===== src/hw/rtl/hsl2rgb_pkg.sv =====
// Constants shared by the HSL to RGB converter, its interfaces and its checker.
package hsl2rgb_pkg;

    // Default number of fraction bits; 1.0 is 2**FRAC_BITS.
    localparam int unsigned FRAC_BITS_DEF = 12;

    // Payload widths of the two channels.
    localparam int unsigned HUE_W = 12;
    localparam int unsigned SL_W  = 13;
    localparam int unsigned CH_W  = 8;

    // Colour lanes: red, green, blue.
    localparam int unsigned NUM_CH  = 3;
    localparam int unsigned CH_RED   = 0;
    localparam int unsigned CH_GREEN = 1;
    localparam int unsigned CH_BLUE  = 2;

    // Hue offset of each lane in sixths of a turn.
    localparam int unsigned CH_OFS [NUM_CH] = '{2, 0, 4};

    // Register stages between an accepted input beat and its output beat.
    localparam int unsigned PIPE_DEPTH = 5;

endpackage


===== src/hw/rtl/hsl2rgb_if.sv =====
// Valid/ready channel interfaces for HSL pixels in and RGB pixels out.
interface hsl2rgb_hsl_if import hsl2rgb_pkg::*; ();
    logic              valid;
    logic              ready;
    logic [HUE_W-1:0]  hue;
    logic [SL_W-1:0]   saturation;
    logic [SL_W-1:0]   lightness;

    modport source (output valid, output hue, output saturation, output lightness,
                    input ready);
    modport sink   (input valid, input hue, input saturation, input lightness,
                    output ready);
endinterface

interface hsl2rgb_rgb_if import hsl2rgb_pkg::*; ();
    logic             valid;
    logic             ready;
    logic [CH_W-1:0]  red;
    logic [CH_W-1:0]  green;
    logic [CH_W-1:0]  blue;

    modport source (output valid, output red, output green, output blue, input ready);
    modport sink   (input valid, input red, input green, input blue, output ready);
endinterface


===== src/hw/rtl/hsl_to_rgb_converter.sv =====
// HSL to RGB converter top level: fully pipelined, five stages, one pixel per clock
// while the output is not stalled.
// Converts one HSL pixel per beat into 8-bit RGB. Hue is a fraction of a
// turn and saturation and lightness are fractions of 1.0, all in fixed point
// with 1.0 = 2**FRAC_BITS (4096 by default); saturation and lightness above
// 1.0 are clamped to 1.0, and hue bits above the fraction are ignored, so a
// hue wraps round the colour circle. Every intermediate value is kept exact
// and each channel is scaled by 255 and truncated, so zero saturation gives
// the gray floor(lightness * 255 / 1.0). The block accepts a new beat on
// every clock while the output is not stalled, and passes each beat
// through five register stages: clamping with the lightness-by-saturation
// product, forming q and p, the three span-by-ramp multipliers, the blend,
// and the scale by 255 into the output register. Each stage holds its own
// valid bit and moves on whenever the stage after it is empty or moving,
// so a stall at the output fills the empty stages before the input side is
// held off, and no beat is lost or repeated. There are no configuration
// registers and no state kept between pixels.
module hsl_to_rgb_converter import hsl2rgb_pkg::*; #(
    parameter int unsigned FRAC_BITS = FRAC_BITS_DEF
) (
    input  logic             i_clk,
    input  logic             i_rst_n,
    hsl2rgb_hsl_if.sink      i_pix,
    hsl2rgb_rgb_if.source    o_pix
);

    // Widths that follow from the number of fraction bits.
    localparam int unsigned F     = FRAC_BITS;
    localparam int unsigned LW    = F + 1;                    // clamped s, l and ramp
    localparam int unsigned CLW   = (LW > SL_W) ? LW : SL_W;  // clamp compare
    localparam int unsigned HXW   = (F > HUE_W) ? F : HUE_W;  // hue before masking
    localparam int unsigned XW    = F + 4;                    // hue position below 10.0
    localparam int unsigned QW    = 2 * F + 1;                // q, p and span at 1.0**2
    localparam int unsigned PW    = 3 * F + 1;                // levels at 1.0**3
    localparam int unsigned SW    = PW + 8;                   // level times 255
    localparam int unsigned ONE_I = 1 << F;

    localparam logic [CLW-1:0] ONE_C  = CLW'(ONE_I);
    localparam logic [LW-1:0]  ONE_L  = LW'(ONE_I);
    localparam logic [LW-1:0]  HALF_L = LW'(ONE_I / 2);
    localparam logic [XW-1:0]  ONE_X  = XW'(ONE_I);
    localparam logic [XW-1:0]  THREE_X = XW'(3 * ONE_I);
    localparam logic [XW-1:0]  FOUR_X = XW'(4 * ONE_I);
    localparam logic [XW-1:0]  SIX_X  = XW'(6 * ONE_I);

    // Ramp weight of one hue position: rising, plateau, falling, or none.
    function automatic logic [LW-1:0] ramp_weight(input logic [XW-1:0] x);
        logic [XW-1:0] fall;
        logic [LW-1:0] w;
        fall = FOUR_X - x;
        if (x < ONE_X) begin
            w = x[LW-1:0];
        end else if (x < THREE_X) begin
            w = ONE_L;
        end else if (x < FOUR_X) begin
            w = fall[LW-1:0];
        end else begin
            w = '0;
        end
        return w;
    endfunction

    // Stage enables: a stage loads when it is empty or its successor loads.
    logic en1, en2, en3, en4, en5;

    // Stage 1: clamped inputs, lightness times saturation, ramp weights.
    logic              r_v1;
    logic [LW-1:0]     r_l1, r_s1;
    logic [QW-1:0]     r_ls1;
    logic              r_lo1;
    logic [LW-1:0]     r_t1 [NUM_CH];

    // Stage 2: p and span at scale 1.0**2.
    logic              r_v2;
    logic [QW-1:0]     r_p2, r_span2;
    logic [LW-1:0]     r_t2 [NUM_CH];

    // Stage 3: span times ramp weight per lane.
    logic              r_v3;
    logic [QW-1:0]     r_p3;
    logic [PW-1:0]     r_prod3 [NUM_CH];

    // Stage 4: channel levels at scale 1.0**3.
    logic              r_v4;
    logic [PW-1:0]     r_lvl4 [NUM_CH];

    // Stage 5: output register.
    logic              r_v5;
    logic [CH_W-1:0]   r_ch5 [NUM_CH];

    // Combinational next values.
    logic [CLW-1:0]    n_s_ext, n_l_ext, n_s_c, n_l_c;
    logic [LW-1:0]     n_s1, n_l1;
    logic [HXW-1:0]    n_h_ext;
    logic [F-1:0]      n_h_m;
    logic [XW-1:0]     n_base;
    logic [XW-1:0]     n_x_raw [NUM_CH];
    logic [XW-1:0]     n_x [NUM_CH];
    logic [2*LW-1:0]   n_ls_full;
    logic [QW:0]       n_q_wide, n_p_wide;
    logic [QW-1:0]     n_q2, n_p2;
    logic [PW:0]       n_prod_full [NUM_CH];
    logic [PW:0]       n_lvl_full [NUM_CH];
    logic [SW-1:0]     n_scaled [NUM_CH];

    assign en5 = !r_v5 || o_pix.ready;
    assign en4 = !r_v4 || en5;
    assign en3 = !r_v3 || en4;
    assign en2 = !r_v2 || en3;
    assign en1 = !r_v1 || en2;

    assign i_pix.ready = en1;

    // Stage 1 logic: clamp, hue positions per lane wrapped into one turn.
    always_comb begin
        n_s_ext   = CLW'(i_pix.saturation);
        n_l_ext   = CLW'(i_pix.lightness);
        n_s_c     = (n_s_ext > ONE_C) ? ONE_C : n_s_ext;
        n_l_c     = (n_l_ext > ONE_C) ? ONE_C : n_l_ext;
        n_s1      = n_s_c[LW-1:0];
        n_l1      = n_l_c[LW-1:0];
        n_ls_full = n_l1 * n_s1;
        // Six times the hue wraps modulo six turns exactly as the hue wraps
        // modulo one turn, so only the fraction bits are kept.
        n_h_ext   = HXW'(i_pix.hue);
        n_h_m     = n_h_ext[F-1:0];
        n_base    = XW'({n_h_m, 2'b00}) + XW'({n_h_m, 1'b0});
        for (int k = 0; k < NUM_CH; k++) begin
            n_x_raw[k] = n_base + XW'(CH_OFS[k] * ONE_I);
            n_x[k]     = (n_x_raw[k] >= SIX_X) ? n_x_raw[k] - SIX_X : n_x_raw[k];
        end
    end

    // Stage 2 logic: q below half lightness is l*(1+s), else l+s-l*s.
    always_comb begin
        if (r_lo1) begin
            n_q_wide = (QW + 1)'({r_l1, {F{1'b0}}}) + (QW + 1)'(r_ls1);
        end else begin
            n_q_wide = (QW + 1)'({r_l1, {F{1'b0}}}) + (QW + 1)'({r_s1, {F{1'b0}}})
                     - (QW + 1)'(r_ls1);
        end
        n_q2     = n_q_wide[QW-1:0];
        n_p_wide = (QW + 1)'({r_l1, {(F + 1){1'b0}}}) - (QW + 1)'(n_q2);
        n_p2     = n_p_wide[QW-1:0];
    end

    // Stages 3 to 5 logic, one lane per colour.
    always_comb begin
        for (int k = 0; k < NUM_CH; k++) begin
            n_prod_full[k] = r_span2 * r_t2[k];
            n_lvl_full[k]  = (PW + 1)'({r_p3, {F{1'b0}}}) + (PW + 1)'(r_prod3[k]);
            // Times 255 as a shift and a subtraction.
            n_scaled[k]    = {r_lvl4[k], 8'h00} - SW'(r_lvl4[k]);
        end
    end

    // Valid bits.
    always_ff @(posedge i_clk) begin
        if (!i_rst_n) begin
            r_v1 <= 1'b0;
            r_v2 <= 1'b0;
            r_v3 <= 1'b0;
            r_v4 <= 1'b0;
            r_v5 <= 1'b0;
        end else begin
            if (en1) begin
                r_v1 <= i_pix.valid;
            end
            if (en2) begin
                r_v2 <= r_v1;
            end
            if (en3) begin
                r_v3 <= r_v2;
            end
            if (en4) begin
                r_v4 <= r_v3;
            end
            if (en5) begin
                r_v5 <= r_v4;
            end
        end
    end

    // Payload registers.
    always_ff @(posedge i_clk) begin
        if (en1) begin
            r_l1  <= n_l1;
            r_s1  <= n_s1;
            r_ls1 <= n_ls_full[QW-1:0];
            r_lo1 <= (n_l1 < HALF_L);
            for (int k = 0; k < NUM_CH; k++) begin
                r_t1[k] <= ramp_weight(n_x[k]);
            end
        end
        if (en2) begin
            r_p2    <= n_p2;
            r_span2 <= n_q2 - n_p2;
            for (int k = 0; k < NUM_CH; k++) begin
                r_t2[k] <= r_t1[k];
            end
        end
        if (en3) begin
            r_p3 <= r_p2;
            for (int k = 0; k < NUM_CH; k++) begin
                r_prod3[k] <= n_prod_full[k][PW-1:0];
            end
        end
        if (en4) begin
            for (int k = 0; k < NUM_CH; k++) begin
                r_lvl4[k] <= n_lvl_full[k][PW-1:0];
            end
        end
        if (en5) begin
            for (int k = 0; k < NUM_CH; k++) begin
                r_ch5[k] <= n_scaled[k][3*F+7:3*F];
            end
        end
    end

    assign o_pix.valid = r_v5;
    assign o_pix.red   = r_ch5[CH_RED];
    assign o_pix.green = r_ch5[CH_GREEN];
    assign o_pix.blue  = r_ch5[CH_BLUE];

endmodule


===== src/flat_wrapper.sv =====
// flat-port wrapper written by rule: the top's interface ports become plain ports
module hsl_to_rgb_converter_flat import hsl2rgb_pkg::*;
#(
    parameter int unsigned FRAC_BITS = FRAC_BITS_DEF
)
  (i_clk, i_rst_n, i_pix_valid, i_pix_hue, i_pix_saturation, i_pix_lightness, i_pix_ready, o_pix_valid, o_pix_red, o_pix_green, o_pix_blue, o_pix_ready);
  hsl2rgb_hsl_if i_pix_i ();
  hsl2rgb_rgb_if o_pix_i ();
  input  logic i_clk;
  input  logic i_rst_n;
  input wire logic [$bits(i_pix_i.valid)-1:0] i_pix_valid;
  input wire logic [$bits(i_pix_i.hue)-1:0] i_pix_hue;
  input wire logic [$bits(i_pix_i.saturation)-1:0] i_pix_saturation;
  input wire logic [$bits(i_pix_i.lightness)-1:0] i_pix_lightness;
  output wire logic [$bits(i_pix_i.ready)-1:0] i_pix_ready;
  output wire logic [$bits(o_pix_i.valid)-1:0] o_pix_valid;
  output wire logic [$bits(o_pix_i.red)-1:0] o_pix_red;
  output wire logic [$bits(o_pix_i.green)-1:0] o_pix_green;
  output wire logic [$bits(o_pix_i.blue)-1:0] o_pix_blue;
  input wire logic [$bits(o_pix_i.ready)-1:0] o_pix_ready;
  assign i_pix_i.valid = i_pix_valid;
  assign i_pix_i.hue = i_pix_hue;
  assign i_pix_i.saturation = i_pix_saturation;
  assign i_pix_i.lightness = i_pix_lightness;
  assign i_pix_ready = i_pix_i.ready;
  assign o_pix_valid = o_pix_i.valid;
  assign o_pix_red = o_pix_i.red;
  assign o_pix_green = o_pix_i.green;
  assign o_pix_blue = o_pix_i.blue;
  assign o_pix_i.ready = o_pix_ready;
  hsl_to_rgb_converter #(.FRAC_BITS(FRAC_BITS)) u_core (.i_clk(i_clk), .i_rst_n(i_rst_n), .i_pix(i_pix_i), .o_pix(o_pix_i));
endmodule

===== config.mk =====
export PLATFORM = sky130hd
export DESIGN_NAME = hsl_to_rgb_converter_flat
export DESIGN_NICKNAME = d
export VERILOG_FILES = /design/src/hw/rtl/hsl2rgb_pkg.sv /design/src/hw/rtl/hsl2rgb_if.sv /design/src/hw/rtl/hsl_to_rgb_converter.sv /design/src/flat_wrapper.sv
export SDC_FILE = /design/constraint.sdc
export NUM_CORES = 2
export LEC_CHECK = 0
export BUFFER_PORTS_ARGS = -buffer_cell sky130_fd_sc_hd__buf_2
export CORE_MARGIN = 3
export CORE_UTILIZATION = 45
export CTS_CLUSTER_SIZE = 30
export DETAILED_ROUTE_END_ITERATION = 6
export HOLD_SLACK_MARGIN = 0.05
export PLACE_DENSITY = 0.57
export RECOVER_POWER = 25
export SKIP_CTS_REPAIR_TIMING = 1
export SLEW_MARGIN = 30
export SYNTH_ARGS = -nofsm -noshare
export SYNTH_HDL_FRONTEND = slang
export SYNTH_SLANG_ARGS = --single-unit

===== constraint.sdc =====
create_clock -name i_clk -period 7.4 [get_ports i_clk]
set_clock_uncertainty 0.15 [all_clocks]
set_input_delay 0.37 -clock i_clk [delete_from_list [all_inputs] [get_ports i_clk]]
set_output_delay 0.37 -clock i_clk [all_outputs]
set_load 0.01 [all_outputs]

-- After elaboration in Yosys (flattened, before gate mapping)
Memories as Yosys holds them, arrays and structs flattened.
Cells that the tools add are included.
W data, S select, Z words.
- flip-flop bits (word level): 132
- bits in writable memories: 324
- input bits: 42
- output and inout port bits: 26
- memories: 5
- add/subtract/negate cells: 20
- multipliers: 4
- order comparisons: 15
- muxes and demuxes: 28
- reduce and logical (&&, ||, !) cells: 10
- memories (name ; words ; width ; read ports ; clocked after Yosys merged registers in ; wr ports ; line ; RTL):
    u_core.r_lvl4 ; 3 ; 37 ; 3 ; 0 ; 3 ; hsl_to_rgb_converter.sv:85 ; logic [PW-1:0] r_lvl4 [NUM_CH];
    u_core.r_prod3 ; 3 ; 37 ; 3 ; 0 ; 3 ; hsl_to_rgb_converter.sv:81 ; logic [PW-1:0] r_prod3 [NUM_CH];
    u_core.r_t1 ; 3 ; 13 ; 3 ; 0 ; 3 ; hsl_to_rgb_converter.sv:71 ; logic [LW-1:0] r_t1 [NUM_CH];
    u_core.r_t2 ; 3 ; 13 ; 3 ; 0 ; 3 ; hsl_to_rgb_converter.sv:76 ; logic [LW-1:0] r_t2 [NUM_CH];
    u_core.r_ch5 ; 3 ; 8 ; 3 ; 0 ; 3 ; hsl_to_rgb_converter.sv:89 ; logic [CH_W-1:0] r_ch5 [NUM_CH];
- operators by type and width (operator ; count):
    $mux W13 ; 14
    $sub A44 B37 Y44 ; 3
    $add A37 B37 Y37 ; 3
    $mul A25 B13 Y37 ; 3
    $sub A25 B25 Y25 ; 3
    $add A25 B25 Y25 ; 2
    $ge A16 B15 Y1 const B ; 3
    $lt A16 B13 Y1 const B ; 3
    $lt A16 B14 Y1 const B ; 3
    $lt A16 B15 Y1 const B ; 3
    $mux W16 ; 3
    $sub A16 B15 Y16 const B ; 3
    $sub A1 B13 Y13 const A ; 3
    $gt A13 B13 Y1 const B ; 2
    $mul A13 B13 Y25 ; 1
    $mux W25 ; 1
    $add A16 B14 Y16 const B ; 1
    $add A16 B15 Y16 const B ; 1
    $add A14 B13 Y15 ; 1
    $lt A13 B12 Y1 const B ; 1
    $mux W1 ; 10
    $logic_not A1 Y1 ; 5
    $logic_or A1 B1 Y1 ; 5

-- Longest topological paths before layout
- depth in word-level cells: 9
- depth in mapped cells: 27

-- Worst setup path before layout
No wires, ideal clock.
- kind: register to register
- from: register u_core.r_span2[8]
- to: memory u_core.r_prod3[0][110] (netlist name), data pin
- data arrival time: 5.905 ns
- data required time: 6.982 ns
- setup slack: 1.077 ns
- cell stages (with the launch flop): 25
- path buffers: 2
- cell sequence: edfxtp_1 > clkbuf_1 > clkbuf_1 > nand2_1 > fa_1 > fa_1 > inv_1 > fa_1 > inv_1 > fa_1 > inv_1 > fa_1 > ha_1 > o21ai_0 > a21boi_0 > nand2_1 > o21a_1 > a211o_1 > o2111a_1 > o31ai_1 > nor4_1 > nor3_1 > a41o_1 > o41ai_1 > xnor2_1
- RTL lines (what ; line ; RTL):
    from (decl) ; hsl_to_rgb_converter.sv:75 ; logic [QW-1:0] r_p2, r_span2;
    from (signal assigned) ; hsl_to_rgb_converter.sv:197 ; r_span2 <= n_q2 - n_p2;
    to (decl) ; hsl_to_rgb_converter.sv:81 ;

==> impl_metrics.py <==
metrics = {
    "status": {
        "status": "completed",
    },
    "floorplanning": {
        "core_um2": 126000,
        "die_h_um": 363,
        "rows": 130,
        "die-area_um2": 132000,
        "die_w_um": 363,
        "start_util": 0.455,
        "ios": 68,
    },
    "detailed_routing": {
        "viasPerCell": 5.20,
        "wl_um": 149000,
        "wl_per_cell_um": 19.2,
        "drtAntennaViolNets": 0,
        "drc_errors": 0,
        "drtIter0Drc": 2461,
        "vias": 40400,
        "drt-pass1-iter-count": 6,
    },
    "finish": {
        "register_area_um2": 13100,
        "multi_input_area_um2": 39200,
        "final_nets": 7490,
        "drive_above_1_share": 0.0543,
        "num-fill-cells": 11700,
        "stdcell_count": 7762,
        "syn_to_final_growth_pct": 8.28,
    },
    "worst_setup_path": {
        "critPathKind": "flip-flop to flip-flop",
        "critPathRequiredTime_ns": 7.65,
        "arrival_ns": 7.20,
        "crit_fanout": 22,
        "start_kind": "flip-flop",
        "end_kind": "flip-flop",
    },
    "global_route": {
        "grt_util_met3": 0.0326,
        "grt_overflow": 0,
        "antenna_found_initial": 6,
        "grt_use_met1": 0.311,
        "grt_pass1_vias": 42100,
        "gr-usage-met2": 0.387,
        "grt.busiest_layer": "met2",
        "grt_max_degree": 71,
        "grt_pass1_wl_um": 239000,
        "globalRouteTotalUtil": 0.234,
    },
    "sta": {
        "clock.fmax_mhz": 144,
        "relSlewSlack": 0.0288,
        "finalSetupViolations": 0,
        "rsz0062_at_grt": "false",
        "fin_crit_ns": 6.95,
        "drv_slew": 0,
        "final.setup.tns_ns": 0,
        "fin_crit_sh": 0.939,
        "final_hold_viol_count": 0,
        "worst_pin_slew_ns": 1.45,
    },
    "clock_tree": {
        "tritoncts_num_sinks": 437,
        "cts_root_buf": "clkbuf_16",
        "cts.clk_slew.worst_paths_ns": 0.06,
        "htreeDepth": 2,
        "cts.path.max_buffers": 3,
        "worstSkewPairLatency_ns": 0.66,
        "numCtsBuffers": 54,
        "cts_tree": "yes",
    },
    "yosys": {
        "ys_ff_latch": 437,
        "syn_area_um2": 57300,
        "synthSimpleGateAreaFrac": 0.144,
        "synth_top_family_by_area": "adder cells",
        "synth_top_area_frac": 0.286,
        "syn_inst": 5977,
        "synth_edf_count": 432,
        "synth_top_area_cell": "fa_1",
        "yosys.area_share.adder": 0.409,
        "synth.avg_cell_area_um2": 9.59,
        "synth_area_leaders": "fa_1, edfxtp_1, ha_1",
        "synthXorXnorAreaFrac": 0.0450,
        "synth_compound_area_frac": 0.0808,
        "yosysWarnings": 0,
        "ys.flop_type": "edfxtp_1",
        "synth.distinct_cells": 100,
        "ys_seq_area_frac": 0.228,
        "synthArstFlopShare": 0,
        "synthMuxAreaShare": 0.00314,
    },
    "placed_design": {
        "hpwl_um": 123000,
        "numPlacedInstances": 7647,
        "numPortBuffers": 67,
        "gp_congestion": 0.898,
    },
    "job": {
        "cap_violations": 0,
    },
    "worst_hold_path": {
        "min_path_type": "input pin to flip-flop",
    },
}
==> kinds of logic (layout without fill, tap and decap cells) <==
kind of cell	Yosys count	count (layout)
mux	17	17
xor+xnor	281	281
flops	437	437
other cells	2	26
compound gates	719	719
buf+inv	1355	1466
simple gates	1782	1782
fa+ha+maj	1384	1384
==> worst max-delay path: stages, from the launching register on <==
cell and delay [ns]:
edfxtp_1 0.70, buf_4 0.41, nand2_1 0.12, fa_1 0.53
inv_1 0.04, ha_1 0.26, inv_1 0.05, fa_1 0.48
fa_1 0.50, fa_1 0.49, inv_1 0.04, ha_1 0.31
nor2b_1 0.15, o21ai_0 0.11, a21boi_0 0.23, o21ai_0 0.14
a21boi_0 0.39, o211ai_1 0.23, a21oi_1 0.27, nor3_1 0.12
o31ai_1 0.54, a31o_2 0.23, a21oi_1 0.07, xnor2_1 0.13
==> placed cells by master, fill, tap and decap left out, drive strengths merged, types with 66 or more instances in the layout <==
cell type,synthesis,routed
a21o,97,97
nor2,282,282
fa,818,818
a21oi,217,217
xor2,66,66
nor3,83,83
edfxtp,432,432
xnor2,209,209
inv,1138,1153
nand2,844,844
buf,4,171
clkbuf,199,91
o21ai,159,159
ha,566,566
and2,292,292
==> final cells by class <==
cell class                      instances  share of cell area
Sequential cell                       437               0.211
Tap cell                             1650              0.0333
Clock inverter                         46             0.00913
Inverter                             1152              0.0697
Antenna cell                            2           0.0000806
Multi-Input combinational cell       4207               0.632
Clock buffer                           56              0.0219
Timing Repair Buffer                  212              0.0230
==> Yosys cell counts, drive strengths merged, types with 13 or more instances <==
cell    instances
nor3           83
xor2           66
nor2b          47
a21boi         16
ha            566
nand2b         48
o21bai         24
or3            25
and2          292
a211oi         23
nor2          282
inv          1138
and3           28
a21oi         217
o21ai         159
nand2         844
nor4           15
a31oi          20
o21a           38
or2            13
nand4          15
clkinv         14
o211ai         22
edfxtp        432
clkbuf        199
a21o           97
fa            818
xnor2         209
nand3          62
==> through the flow <==
| stage | setup slack, ns | cell area (um2) | util | hold slack (ns) |
|---|---|---|---|---|
| 2_1_floorplan | 1.08 | 57400 | - | 0.250 |
| 3_3_place_gp | 0.518 | 60100 | 0.477 | 0.250 |
| 3_5_place_dp | 0.423 | 60100 | 0.477 | 0.255 |
| 4_1_cts | 0.395 | 62000 | 0.492 | -0.249 |
| 5_1_grt | 0.0188 | 62100 | 0.492 | 0.0652 |
| 6_report | 0.452 | 62100 | 0.492 | 0.0784 |
==> path summary, 6_finish.rpt <==
path	startpoint	end	slack (ns)	cells past startpoint
worst max-delay path	u_core.r_span2[6]$_DFFE_PP_	u_core.r_prod3[0][34]$_DFFE_PP_	0.45	23
worst min-delay path	i_pix_lightness[0]	u_core.r_l1[0]$_DFFE_PP_	0.08	3
worst max register to register	u_core.r_span2[6]$_DFFE_PP_	u_core.r_prod3[0][34]$_DFFE_PP_	0.45	23
worst min register to register	u_core.r_t1[0][4]$_DFFE_PP_	u_core.r_t2[0][4]$_DFFE_PP_	0.26	0
==> per-layer routing <==
layer,up-vias,part of all wire
met1,20000,0.44
met2,959,0.46
li1,19200,-
met5,-,0.000080
met4,2,0.048
met3,198,0.052
==> flip-flops by register name, indices dropped and copies added (netlist names) <==
signal	count
u_core.r_lo1	1
u_core.r_t2	36
u_core.r_l1	13
u_core.r_t1	36
u_core.r_v2	1
u_core.o_pix.valid	1
u_core.r_p3	25
u_core.r_v4	1
u_core.r_prod3	105
u_core.r_v1	1
u_core.r_lvl4	105
u_core.r_span2	24
u_core.r_v3	1
u_core.r_s1	13
u_core.r_ls1	25
u_core.r_ch5	24
u_core.r_p2	25
Power is not shown: default switching activity piles up to over one toggle a cycle in this logic, so the estimate is an artifact.
